## config.mk

```make
export PLATFORM = sky130hd
export DESIGN_NAME = vector_basis_function_eval_top
export DESIGN_NICKNAME = d
export VERILOG_FILES = /design/src/rtl/core/vbfe_pkg.sv /design/src/rtl/core/vector_basis_function_eval_top.sv
export SDC_FILE = /design/constraint.sdc
export NUM_CORES = 2
export LEC_CHECK = 0
export ABC_CLOCK_PERIOD_IN_PS = 12100
export BUFFER_PORTS_ARGS = -buffer_cell sky130_fd_sc_hd__buf_2
export CORE_ASPECT_RATIO = 1.1
export CORE_MARGIN = 2
export CORE_UTILIZATION = 23
export DETAILED_ROUTE_END_ITERATION = 10
export SETUP_SLACK_MARGIN = 0.05
export SYNTH_ARGS = -nofsm -noshare
export SYNTH_HDL_FRONTEND = slang
export SYNTH_SLANG_ARGS = --single-unit
```

## constraint.sdc

```tcl
create_clock -name clk -period 12.1 [get_ports clk]
set_input_delay 3.63 -clock clk [delete_from_list [all_inputs] [get_ports clk]]
set_output_delay 3.63 -clock clk [all_outputs]
set_load 0.01 [all_outputs]
```

## src/rtl/core/vbfe_pkg.sv

```systemverilog
// ----------------------------------------------------------------------------
// vbfe_pkg
// Codes, operand types and the per-basis formula table for the lowest-order
// edge and face vector basis evaluator.
// ----------------------------------------------------------------------------
package vbfe_pkg;

  localparam logic [2:0] CELL_HEX   = 3'd0;
  localparam logic [2:0] CELL_QUAD  = 3'd1;
  localparam logic [2:0] CELL_TET   = 3'd2;
  localparam logic [2:0] CELL_TRI   = 3'd3;
  localparam logic [2:0] CELL_WEDGE = 3'd4;

  localparam logic SPACE_CURL = 1'b0;
  localparam logic SPACE_DIV  = 1'b1;

  // coordinate terms; P is one plus the coordinate, M is one minus it
  typedef enum logic [3:0] {
    T_ZERO, T_X, T_Y, T_Z, T_PX, T_PY, T_PZ, T_MX, T_MY, T_MZ
  } term_t;

  // how a component is formed from its two operands
  typedef enum logic [2:0] {
    M_ZERO,   // component unused
    M_LIN1,   // a + b
    M_LIN2,   // 2 (a + b)
    M_HALF,   // (a + b) / 2, rounded
    M_PROD0,  // a b, rounded
    M_PROD2   // a b / 4, rounded
  } mode_t;

  typedef struct packed {
    logic  neg;
    term_t term;
  } operand_t;

  typedef struct packed {
    mode_t    mode;
    operand_t a;
    operand_t b;
  } comp_t;

  typedef struct packed {
    comp_t cx;
    comp_t cy;
    comp_t cz;
  } basis_t;

  localparam operand_t OP_ZERO = {1'b0, T_ZERO};
  localparam operand_t OP_X    = {1'b0, T_X};
  localparam operand_t OP_Y    = {1'b0, T_Y};
  localparam operand_t OP_Z    = {1'b0, T_Z};
  localparam operand_t OP_NY   = {1'b1, T_Y};
  localparam operand_t OP_NZ   = {1'b1, T_Z};
  localparam operand_t OP_PX   = {1'b0, T_PX};
  localparam operand_t OP_PY   = {1'b0, T_PY};
  localparam operand_t OP_PZ   = {1'b0, T_PZ};
  localparam operand_t OP_NPY  = {1'b1, T_PY};
  localparam operand_t OP_MX   = {1'b0, T_MX};
  localparam operand_t OP_MY   = {1'b0, T_MY};
  localparam operand_t OP_MZ   = {1'b0, T_MZ};
  localparam operand_t OP_NMX  = {1'b1, T_MX};
  localparam operand_t OP_NMY  = {1'b1, T_MY};
  localparam operand_t OP_NMZ  = {1'b1, T_MZ};

  localparam comp_t C_ZERO = {M_ZERO, OP_ZERO, OP_ZERO};

  function automatic comp_t lin1(operand_t a, operand_t b);
    return {M_LIN1, a, b};
  endfunction

  function automatic comp_t lin2(operand_t a, operand_t b);
    return {M_LIN2, a, b};
  endfunction

  function automatic comp_t halve(operand_t a);
    return {M_HALF, a, OP_ZERO};
  endfunction

  function automatic comp_t prod0(operand_t a, operand_t b);
    return {M_PROD0, a, b};
  endfunction

  function automatic comp_t prod2(operand_t a, operand_t b);
    return {M_PROD2, a, b};
  endfunction

  // number of basis functions, zero for an unknown cell
  function automatic logic [3:0] basis_count(logic [2:0] kind, logic space);
    logic [3:0] n;
    case (kind)
      CELL_HEX:   n = (space == SPACE_DIV) ? 4'd6 : 4'd12;
      CELL_QUAD:  n = 4'd4;
      CELL_TET:   n = (space == SPACE_DIV) ? 4'd4 : 4'd6;
      CELL_TRI:   n = 4'd3;
      CELL_WEDGE: n = (space == SPACE_DIV) ? 4'd5 : 4'd9;
      default:    n = 4'd0;
    endcase
    return n;
  endfunction

  function automatic basis_t basis_decode(logic [2:0] kind, logic space, logic [3:0] idx);
    basis_t r;
    r.cx = C_ZERO;
    r.cy = C_ZERO;
    r.cz = C_ZERO;
    case (kind)
      CELL_HEX: begin
        if (space == SPACE_CURL) begin
          case (idx)
            4'd0:    r.cx = prod2(OP_MY, OP_MZ);
            4'd1:    r.cy = prod2(OP_PX, OP_MZ);
            4'd2:    r.cx = prod2(OP_NPY, OP_MZ);
            4'd3:    r.cy = prod2(OP_NMX, OP_MZ);
            4'd4:    r.cx = prod2(OP_MY, OP_PZ);
            4'd5:    r.cy = prod2(OP_PX, OP_PZ);
            4'd6:    r.cx = prod2(OP_NPY, OP_PZ);
            4'd7:    r.cy = prod2(OP_NMX, OP_PZ);
            4'd8:    r.cz = prod2(OP_MX, OP_MY);
            4'd9:    r.cz = prod2(OP_PX, OP_MY);
            4'd10:   r.cz = prod2(OP_PX, OP_PY);
            4'd11:   r.cz = prod2(OP_MX, OP_PY);
            default: r.cx = C_ZERO;
          endcase
        end else begin
          case (idx)
            4'd0:    r.cy = halve(OP_NMY);
            4'd1:    r.cx = halve(OP_PX);
            4'd2:    r.cy = halve(OP_PY);
            4'd3:    r.cx = halve(OP_NMX);
            4'd4:    r.cz = halve(OP_NMZ);
            4'd5:    r.cz = halve(OP_PZ);
            default: r.cx = C_ZERO;
          endcase
        end
      end
      CELL_QUAD: begin
        if (space == SPACE_CURL) begin
          case (idx)
            4'd0:    r.cx = halve(OP_MY);
            4'd1:    r.cy = halve(OP_PX);
            4'd2:    r.cx = halve(OP_NPY);
            4'd3:    r.cy = halve(OP_NMX);
            default: r.cx = C_ZERO;
          endcase
        end else begin
          case (idx)
            4'd0:    r.cy = halve(OP_NMY);
            4'd1:    r.cx = halve(OP_PX);
            4'd2:    r.cy = halve(OP_PY);
            4'd3:    r.cx = halve(OP_NMX);
            default: r.cx = C_ZERO;
          endcase
        end
      end
      CELL_TET: begin
        if (space == SPACE_CURL) begin
          case (idx)
            4'd0: begin
              r.cx = lin2(OP_MY, OP_NZ);
              r.cy = lin2(OP_X, OP_ZERO);
              r.cz = lin2(OP_X, OP_ZERO);
            end
            4'd1: begin
              r.cx = lin2(OP_NY, OP_ZERO);
              r.cy = lin2(OP_X, OP_ZERO);
            end
            4'd2: begin
              r.cx = lin2(OP_NY, OP_ZERO);
              r.cy = lin2(OP_NMX, OP_Z);
              r.cz = lin2(OP_NY, OP_ZERO);
            end
            4'd3: begin
              r.cx = lin2(OP_Z, OP_ZERO);
              r.cy = lin2(OP_Z, OP_ZERO);
              r.cz = lin2(OP_MX, OP_NY);
            end
            4'd4: begin
              r.cx = lin2(OP_NZ, OP_ZERO);
              r.cz = lin2(OP_X, OP_ZERO);
            end
            4'd5: begin
              r.cy = lin2(OP_NZ, OP_ZERO);
              r.cz = lin2(OP_Y, OP_ZERO);
            end
            default: r.cx = C_ZERO;
          endcase
        end else begin
          r.cx = lin1((idx == 4'd2) ? OP_NMX : OP_X, OP_ZERO);
          r.cy = lin1((idx == 4'd0) ? OP_NMY : OP_Y, OP_ZERO);
          r.cz = lin1((idx == 4'd3) ? OP_NMZ : OP_Z, OP_ZERO);
        end
      end
      CELL_TRI: begin
        if (space == SPACE_CURL) begin
          case (idx)
            4'd0: begin
              r.cx = lin2(OP_MY, OP_ZERO);
              r.cy = lin2(OP_X, OP_ZERO);
            end
            4'd1: begin
              r.cx = lin2(OP_NY, OP_ZERO);
              r.cy = lin2(OP_X, OP_ZERO);
            end
            4'd2: begin
              r.cx = lin2(OP_NY, OP_ZERO);
              r.cy = lin2(OP_NMX, OP_ZERO);
            end
            default: r.cx = C_ZERO;
          endcase
        end else begin
          case (idx)
            4'd0: begin
              r.cx = lin2(OP_X, OP_ZERO);
              r.cy = lin2(OP_NMY, OP_ZERO);
            end
            4'd1: begin
              r.cx = lin2(OP_X, OP_ZERO);
              r.cy = lin2(OP_Y, OP_ZERO);
            end
            4'd2: begin
              r.cx = lin2(OP_NMX, OP_ZERO);
              r.cy = lin2(OP_Y, OP_ZERO);
            end
            default: r.cx = C_ZERO;
          endcase
        end
      end
      CELL_WEDGE: begin
        if (space == SPACE_CURL) begin
          case (idx)
            4'd0: begin
              r.cx = prod0(OP_MZ, OP_MY);
              r.cy = prod0(OP_X, OP_MZ);
            end
            4'd1: begin
              r.cx = prod0(OP_Y, OP_NMZ);
              r.cy = prod0(OP_X, OP_MZ);
            end
            4'd2: begin
              r.cx = prod0(OP_Y, OP_NMZ);
              r.cy = prod0(OP_MX, OP_NMZ);
            end
            4'd3: begin
              r.cx = prod0(OP_MY, OP_PZ);
              r.cy = prod0(OP_X, OP_PZ);
            end
            4'd4: begin
              r.cx = prod0(OP_NY, OP_PZ);
              r.cy = prod0(OP_X, OP_PZ);
            end
            4'd5: begin
              r.cx = prod0(OP_NY, OP_PZ);
              r.cy = prod0(OP_NMX, OP_PZ);
            end
            4'd6:    r.cz = lin1(OP_MX, OP_NY);
            4'd7:    r.cz = lin1(OP_X, OP_ZERO);
            4'd8:    r.cz = lin1(OP_Y, OP_ZERO);
            default: r.cx = C_ZERO;
          endcase
        end else begin
          case (idx)
            4'd0: begin
              r.cx = lin2(OP_X, OP_ZERO);
              r.cy = lin2(OP_NMY, OP_ZERO);
            end
            4'd1: begin
              r.cx = lin2(OP_X, OP_ZERO);
              r.cy = lin2(OP_Y, OP_ZERO);
            end
            4'd2: begin
              r.cx = lin2(OP_NMX, OP_ZERO);
              r.cy = lin2(OP_Y, OP_ZERO);
            end
            4'd3:    r.cz = halve(OP_NMZ);
            4'd4:    r.cz = halve(OP_PZ);
            default: r.cx = C_ZERO;
          endcase
        end
      end
      default: r.cx = C_ZERO;
    endcase
    return r;
  endfunction

endpackage

```

## src/rtl/core/vector_basis_function_eval_top.sv

```systemverilog
// ----------------------------------------------------------------------------
// vector_basis_function_eval_top
// Evaluates the lowest-order edge (curl) or face (div) vector basis of a cell
// at one reference point and streams one word per basis function.
// ----------------------------------------------------------------------------
//
//  channel   dir  tdata                            tuser                  tlast
//  s_*       in   point_x, point_y, point_z        cell_kind, space       -
//  m_*       out  value_x, value_y, value_z        basis_index            last_basis
//
// a point of n basis functions gives n result words, one per cycle while the output
// is not stalled, through the output register; a hexahedron edge point gives 12 words
// first result word is registered from the captured point once the output can take it
// the next point is taken in the cycle the last result of the current one
// enters the output register; an unknown cell kind is taken and gives no output
// reset clears the hold and output valid flags; a stalled output holds its word
module vector_basis_function_eval_top #(
  parameter int FRACTION_BITS = 13
) (
  input  logic        clk,
  input  logic        rst,
  input  logic        s_tvalid,
  output logic        s_tready,
  input  logic [47:0] s_tdata,   // point_x, point_y, point_z, zero pad
  input  logic [3:0]  s_tuser,   // cell_kind, space
  output logic        m_tvalid,
  input  logic        m_tready,
  output logic [47:0] m_tdata,   // value_x, value_y, value_z
  output logic [3:0]  m_tuser,   // basis_index
  output logic        m_tlast
);
  import vbfe_pkg::*;

  localparam int CW = (FRACTION_BITS > 14) ? FRACTION_BITS : 14;
  localparam int TW = CW + 2;        // one plus or minus a coordinate
  localparam int W  = 2 * TW + 2;    // product and rounding headroom

  localparam logic signed [TW-1:0] ONE  = TW'(1) << FRACTION_BITS;
  localparam logic signed [W-1:0]  RND0 = W'(1) << (FRACTION_BITS - 1);
  localparam logic signed [W-1:0]  RND2 = W'(1) << (FRACTION_BITS + 1);

  logic               hold_valid;
  logic [3:0]         idx;
  logic [3:0]         last_idx;
  logic [2:0]         kind;
  logic               space;
  logic signed [14:0] px;
  logic signed [14:0] py;
  logic signed [14:0] pz;

  logic       step;
  logic       step_last;
  logic       s_fire;
  logic [3:0] in_count;
  basis_t     basis;
  logic [15:0] vx;
  logic [15:0] vy;
  logic [15:0] vz;

  function automatic logic signed [TW-1:0] opval(operand_t op, logic signed [TW-1:0] ex,
                                                  logic signed [TW-1:0] ey,
                                                  logic signed [TW-1:0] ez);
    logic signed [TW-1:0] t;
    case (op.term)
      T_X:     t = ex;
      T_Y:     t = ey;
      T_Z:     t = ez;
      T_PX:    t = ONE + ex;
      T_PY:    t = ONE + ey;
      T_PZ:    t = ONE + ez;
      T_MX:    t = ONE - ex;
      T_MY:    t = ONE - ey;
      T_MZ:    t = ONE - ez;
      default: t = '0;
    endcase
    return op.neg ? -t : t;
  endfunction

  function automatic logic [15:0] sat16(logic signed [W-1:0] v);
    logic [15:0] r;
    if (v[W-1:15] == {(W-15){v[15]}}) begin
      r = v[15:0];
    end else begin
      r = v[W-1] ? 16'h8000 : 16'h7fff;
    end
    return r;
  endfunction

  function automatic logic [15:0] eval_comp(comp_t c, logic signed [TW-1:0] ex,
                                            logic signed [TW-1:0] ey,
                                            logic signed [TW-1:0] ez);
    logic signed [TW-1:0]   a;
    logic signed [TW-1:0]   b;
    logic signed [W-1:0]    sum;
    logic signed [2*TW-1:0] p;
    logic signed [W-1:0]    v;
    a   = opval(c.a, ex, ey, ez);
    b   = opval(c.b, ex, ey, ez);
    sum = W'(a) + W'(b);
    p   = a * b;
    case (c.mode)
      M_LIN1:  v = sum;
      M_LIN2:  v = sum <<< 1;
      M_HALF:  v = (sum + W'(1)) >>> 1;
      M_PROD0: v = (W'(p) + RND0) >>> FRACTION_BITS;
      M_PROD2: v = (W'(p) + RND2) >>> (FRACTION_BITS + 2);
      default: v = '0;
    endcase
    return sat16(v);
  endfunction

  assign in_count  = basis_count(s_tuser[2:0], s_tuser[3]);
  assign step      = hold_valid && (!m_tvalid || m_tready);
  assign step_last = step && (idx == last_idx);
  assign s_tready  = !hold_valid || step_last;
  assign s_fire    = s_tvalid && s_tready;

  always_comb begin
    basis = basis_decode(kind, space, idx);
    vx    = eval_comp(basis.cx, TW'(px), TW'(py), TW'(pz));
    vy    = eval_comp(basis.cy, TW'(px), TW'(py), TW'(pz));
    vz    = eval_comp(basis.cz, TW'(px), TW'(py), TW'(pz));
  end

  always_ff @(posedge clk) begin
    if (rst) begin
      hold_valid <= 1'b0;
      idx        <= '0;
      m_tvalid   <= 1'b0;
    end else begin
      if (s_fire) begin
        // unknown cell kinds are dropped here
        hold_valid <= (in_count != 4'd0);
        idx        <= '0;
      end else if (step) begin
        if (step_last) begin
          hold_valid <= 1'b0;
        end
        idx <= idx + 4'd1;
      end
      if (step) begin
        m_tvalid <= 1'b1;
      end else if (m_tready) begin
        m_tvalid <= 1'b0;
      end
    end
  end

  always_ff @(posedge clk) begin
    if (s_fire) begin
      kind     <= s_tuser[2:0];
      space    <= s_tuser[3];
      px       <= s_tdata[14:0];
      py       <= s_tdata[29:15];
      pz       <= s_tdata[44:30];
      last_idx <= in_count - 4'd1;
    end
    if (step) begin
      m_tdata <= {vz, vy, vx};
      m_tuser <= idx;
      m_tlast <= (idx == last_idx);
    end
  end

`ifndef SYNTHESIS
  a_idx_in_range: assert property (@(posedge clk) disable iff (rst)
    hold_valid |-> (idx <= last_idx))
    else $error("basis index ran past the last basis function");

  a_no_overrun: assert property (@(posedge clk) disable iff (rst)
    (s_tready && hold_valid) |-> step_last)
    else $error("new point taken while the current one is unfinished");

  a_start_fresh: assert property (@(posedge clk) disable iff (rst)
    (s_fire && (in_count != 4'd0)) |=> (hold_valid && (idx == 4'd0)))
    else $error("accepted point did not start at the first basis function");

  a_last_marks_end: assert property (@(posedge clk) disable iff (rst)
    (step && !step_last) |=> hold_valid)
    else $error("point dropped before its last basis function");
`endif

endmodule
```

==> impl_metrics.json <==
{
  "place_ws_ns": -0.5783,
  "grt_pass1_wl_mm": 276.9,
  "period_needed_ns": 11.75,
  "grt_max_degree": 55,
  "htree_levels": 3,
  "cts_root_buf": "clkbuf_16",
  "routedWlPerCell_um": 19.41,
  "layout_setup_ws_ns": 0.3466,
  "timing.rr.start": "kind[1]",
  "gp_congestion": 0.9856,
  "peakVddDrop_mv": 0.2163,
  "dp_hpwl_mm": 157.2,
  "grt-ovfl-total": 0,
  "arrival_ns": 11.97,
  "finalPower_mw": 7.752,
  "port_buffers": 107,
  "holdPathEnd": "m_tvalid",
  "required_ns": 12.32,
  "clkTransAtPathRegs_ns": 0.10,
  "synth_edf_count": 106,
  "path_max_fanout": 7,
  "worstReg2RegEnd": "m_tdata[6]",
  "grt.total_usage_pct": 17.24,
  "worstRegToRegCells": 50,
  "vias": 45130,
  "syn-num-nets": 6939,
  "core_region_area_um2": 204000,
  "r2r_setup_slack_ns": 0.35,
  "slowest_stage": "or4_4",
  "worstMarginPinSlew_ns": 1.199,
  "synth.avg_cell_area_um2": 8.150,
  "final_cell_mix": "inv_1, buf_4, fa_1",
  "io_pins": 111,
  "leakage_nw": 29.05,
  "holdBufCountCts": 0,
  "worst-setup-path-type": "reg2reg",
  "dieArea_um2": 208400,
  "rsz0062_at_grt": "yes",
  "numCtsBuffers": 9,
  "area_delta_synth_final_pct": 28.30,
  "finalClockSkew_ns": 0.03195,
  "clock_latency_ns": 0.47,
  "die_x_um": 435.4,
  "wirelength_mm": 184.2,
  "fillers": 21810,
  "drtPass1Iterations": 7,
  "synthCells": 5777,
  "drc_errors": 0,
  "finalHoldViolations": 0,
  "critPathLaunchType": "flip-flop",
  "synth_area_um2": 47080,
  "dpl.cell_count": 9394,
  "layout.nets": 7916,
  "first_iter_violations": 3614,
  "fmax_mhz": 85.08,
  "antenna_found_initial": 7,
  "drive_above_1_share_pct": 22.86,
  "report.final.slew_viol_count": 0,
  "powerDensity_nw_per_um2": 128.3,
  "min_period_over_period_pct": 97.14,
  "clk_path_buf_depth": 2,
  "fin_cells": 9491,
  "status": "completed",
  "finalSetupViolations": 0,
  "max_stage_delay_ns": 0.61,
  "async_flop_share_pct": 0,
  "relSlewSlack_pct": 19.69,
  "synthFlopType": "edfxtp_1",
  "rows": 174,
  "cts_tree": "built",
  "viasPerCell": 4.755,
  "yosysSeqAreaShare_pct": 7.015,
  "layout_commonest_cell": "inv_1",
  "start_util_pct": 23.08,
  "ys_seq_elements": 112,
  "ys_warn_count": 0,
  "holdPathStages": 2,
  "end_kind": "flip-flop",
  "synth.distinct_cells": 118,
  "worstHoldStart": "hold_valid",
  "max_cap_viol_count": 0,
  "hold_class": "reg2reg",
  "die-height_um": 478.5,
  "ant_nets": 0,
  "grt_pass1_vias": 46400,
  "worst_hold_slack_ns": 0.5120,
  "finish.utilization_pct": 29.61,
  "cts.sinks": 112
}
==> area by class of cell <==
type / instances / area (um^2) / area share [%]
multi-input cells: 4290 / 39940 / 66.11
clock buffers: 10 / 239.0 / 0.3956
repair buffers: 1197 / 9092 / 15.05
clock inverters: 6 / 87.58 / 0.1450
inverters: 1144 / 4318 / 7.148
flip-flops and latches: 112 / 3311 / 5.480
diodes: 4 / 10.01 / 0.01657
well taps: 2728 / 3413 / 5.650
==> synthesized netlist by cell type (all sizes together) (34+ instances only) <==
cell type	n	area [um^2]
a21o	77	578.1
a21oi	232	1217
a222oi	53	530.5
a22oi	43	327.8
a31oi	48	300.3
and2	90	563.0
and3	44	275.3
buf	46	272.8
clkbuf	185	694.4
edfxtp	106	3183
fa	786	15740
ha	320	4004
inv	1117	4193
nand2	555	2083
nand3	112	560.5
nand4	35	240.2
nor2	619	2333
nor2b	34	212.7
nor3	99	515.5
nor4	34	264.0
o21ai	211	1064
xnor2	230	2041
xor2	143	1252
==> where the power goes <==
group / internal, mW / switching, mW / leakage [nW]
sequential: 0.516 / 0.0473 / 1.05
combinational: 3.09 / 3.74 / 27.8
clock: 0.171 / 0.193 / 0.161
total: 3.78 / 3.98 / 29.1
==> how the worst max path moves through the flow <==
stage                  from           to  slack [ns]  cells past startpoint
floorplan            idx[0]  m_tdata[21]        0.05                     46
global placement     idx[0]  m_tdata[14]       -0.54                     55
detailed placement   idx[0]  m_tdata[14]       -0.58                     55
CTS                 kind[1]  m_tdata[44]        0.07                     57
global route         idx[0]   m_tdata[6]       -0.10                     51
finish              kind[1]   m_tdata[6]        0.35                     50
==> flip-flops by register name, summed over array words and instances, names as in the netlist <==
name        flops
m_tdata        48
px             15
py             15
pz             15
idx             4
last_idx        4
m_tuser         4
kind            3
hold_valid      1
m_tlast         1
m_tvalid        1
space           1
==> critical path, delay by kind of cell (launching register included) <==
family | cells | cell delay (ns)
fa+ha+maj | 8 | 3.61
compound gates | 14 | 2.70
simple gates | 11 | 2.65
buf+inv | 14 | 1.74
xor+xnor | 3 | 0.44
flops | 1 | 0.38
==> per-stage QoR <==
stage / area, um^2 / setup TNS (ns)
2_1_floorplan: 47130 / 0
3_3_place_gp: 57990 / -10.56
3_5_place_dp: 57990 / -14.23
4_1_cts: 58500 / 0
5_1_grt: 60400 / -1.870
6_report: 60410 / 0
==> logic make-up after synthesis <==
logic type	count (synthesis)	synth area share [%]
AOI/OAI and AO/OA	1022	15.08
xor gates and xnor gates	373	6.994
adders and majority gates	1107	41.95
buffers and inverters	1375	11.17
DFF	112	7.015
muxes	24	0.5208
and+or+nand+nor	1764	17.27
==> layer usage <==
layer	share of wire [%]	track usage (%)	wire length, um	up-vias
li1	-	-	-	20740
met1	40	20.95	73640	22440
met2	48	29.65	88790	1554
met3	5.6	1.842	10310	397
met4	6.2	9.789	11480	0
met5	0	0	0	-
==> repair_timing <==
action	CTS	global route
cloned	0	3
endpoints found under the setup margin	46	48
pin swaps	9	139
endpoints found under the hold margin	0	0
setup buffers	4	70
resized for setup	36	297
Note: power is estimated with default switching activity, not from simulation.
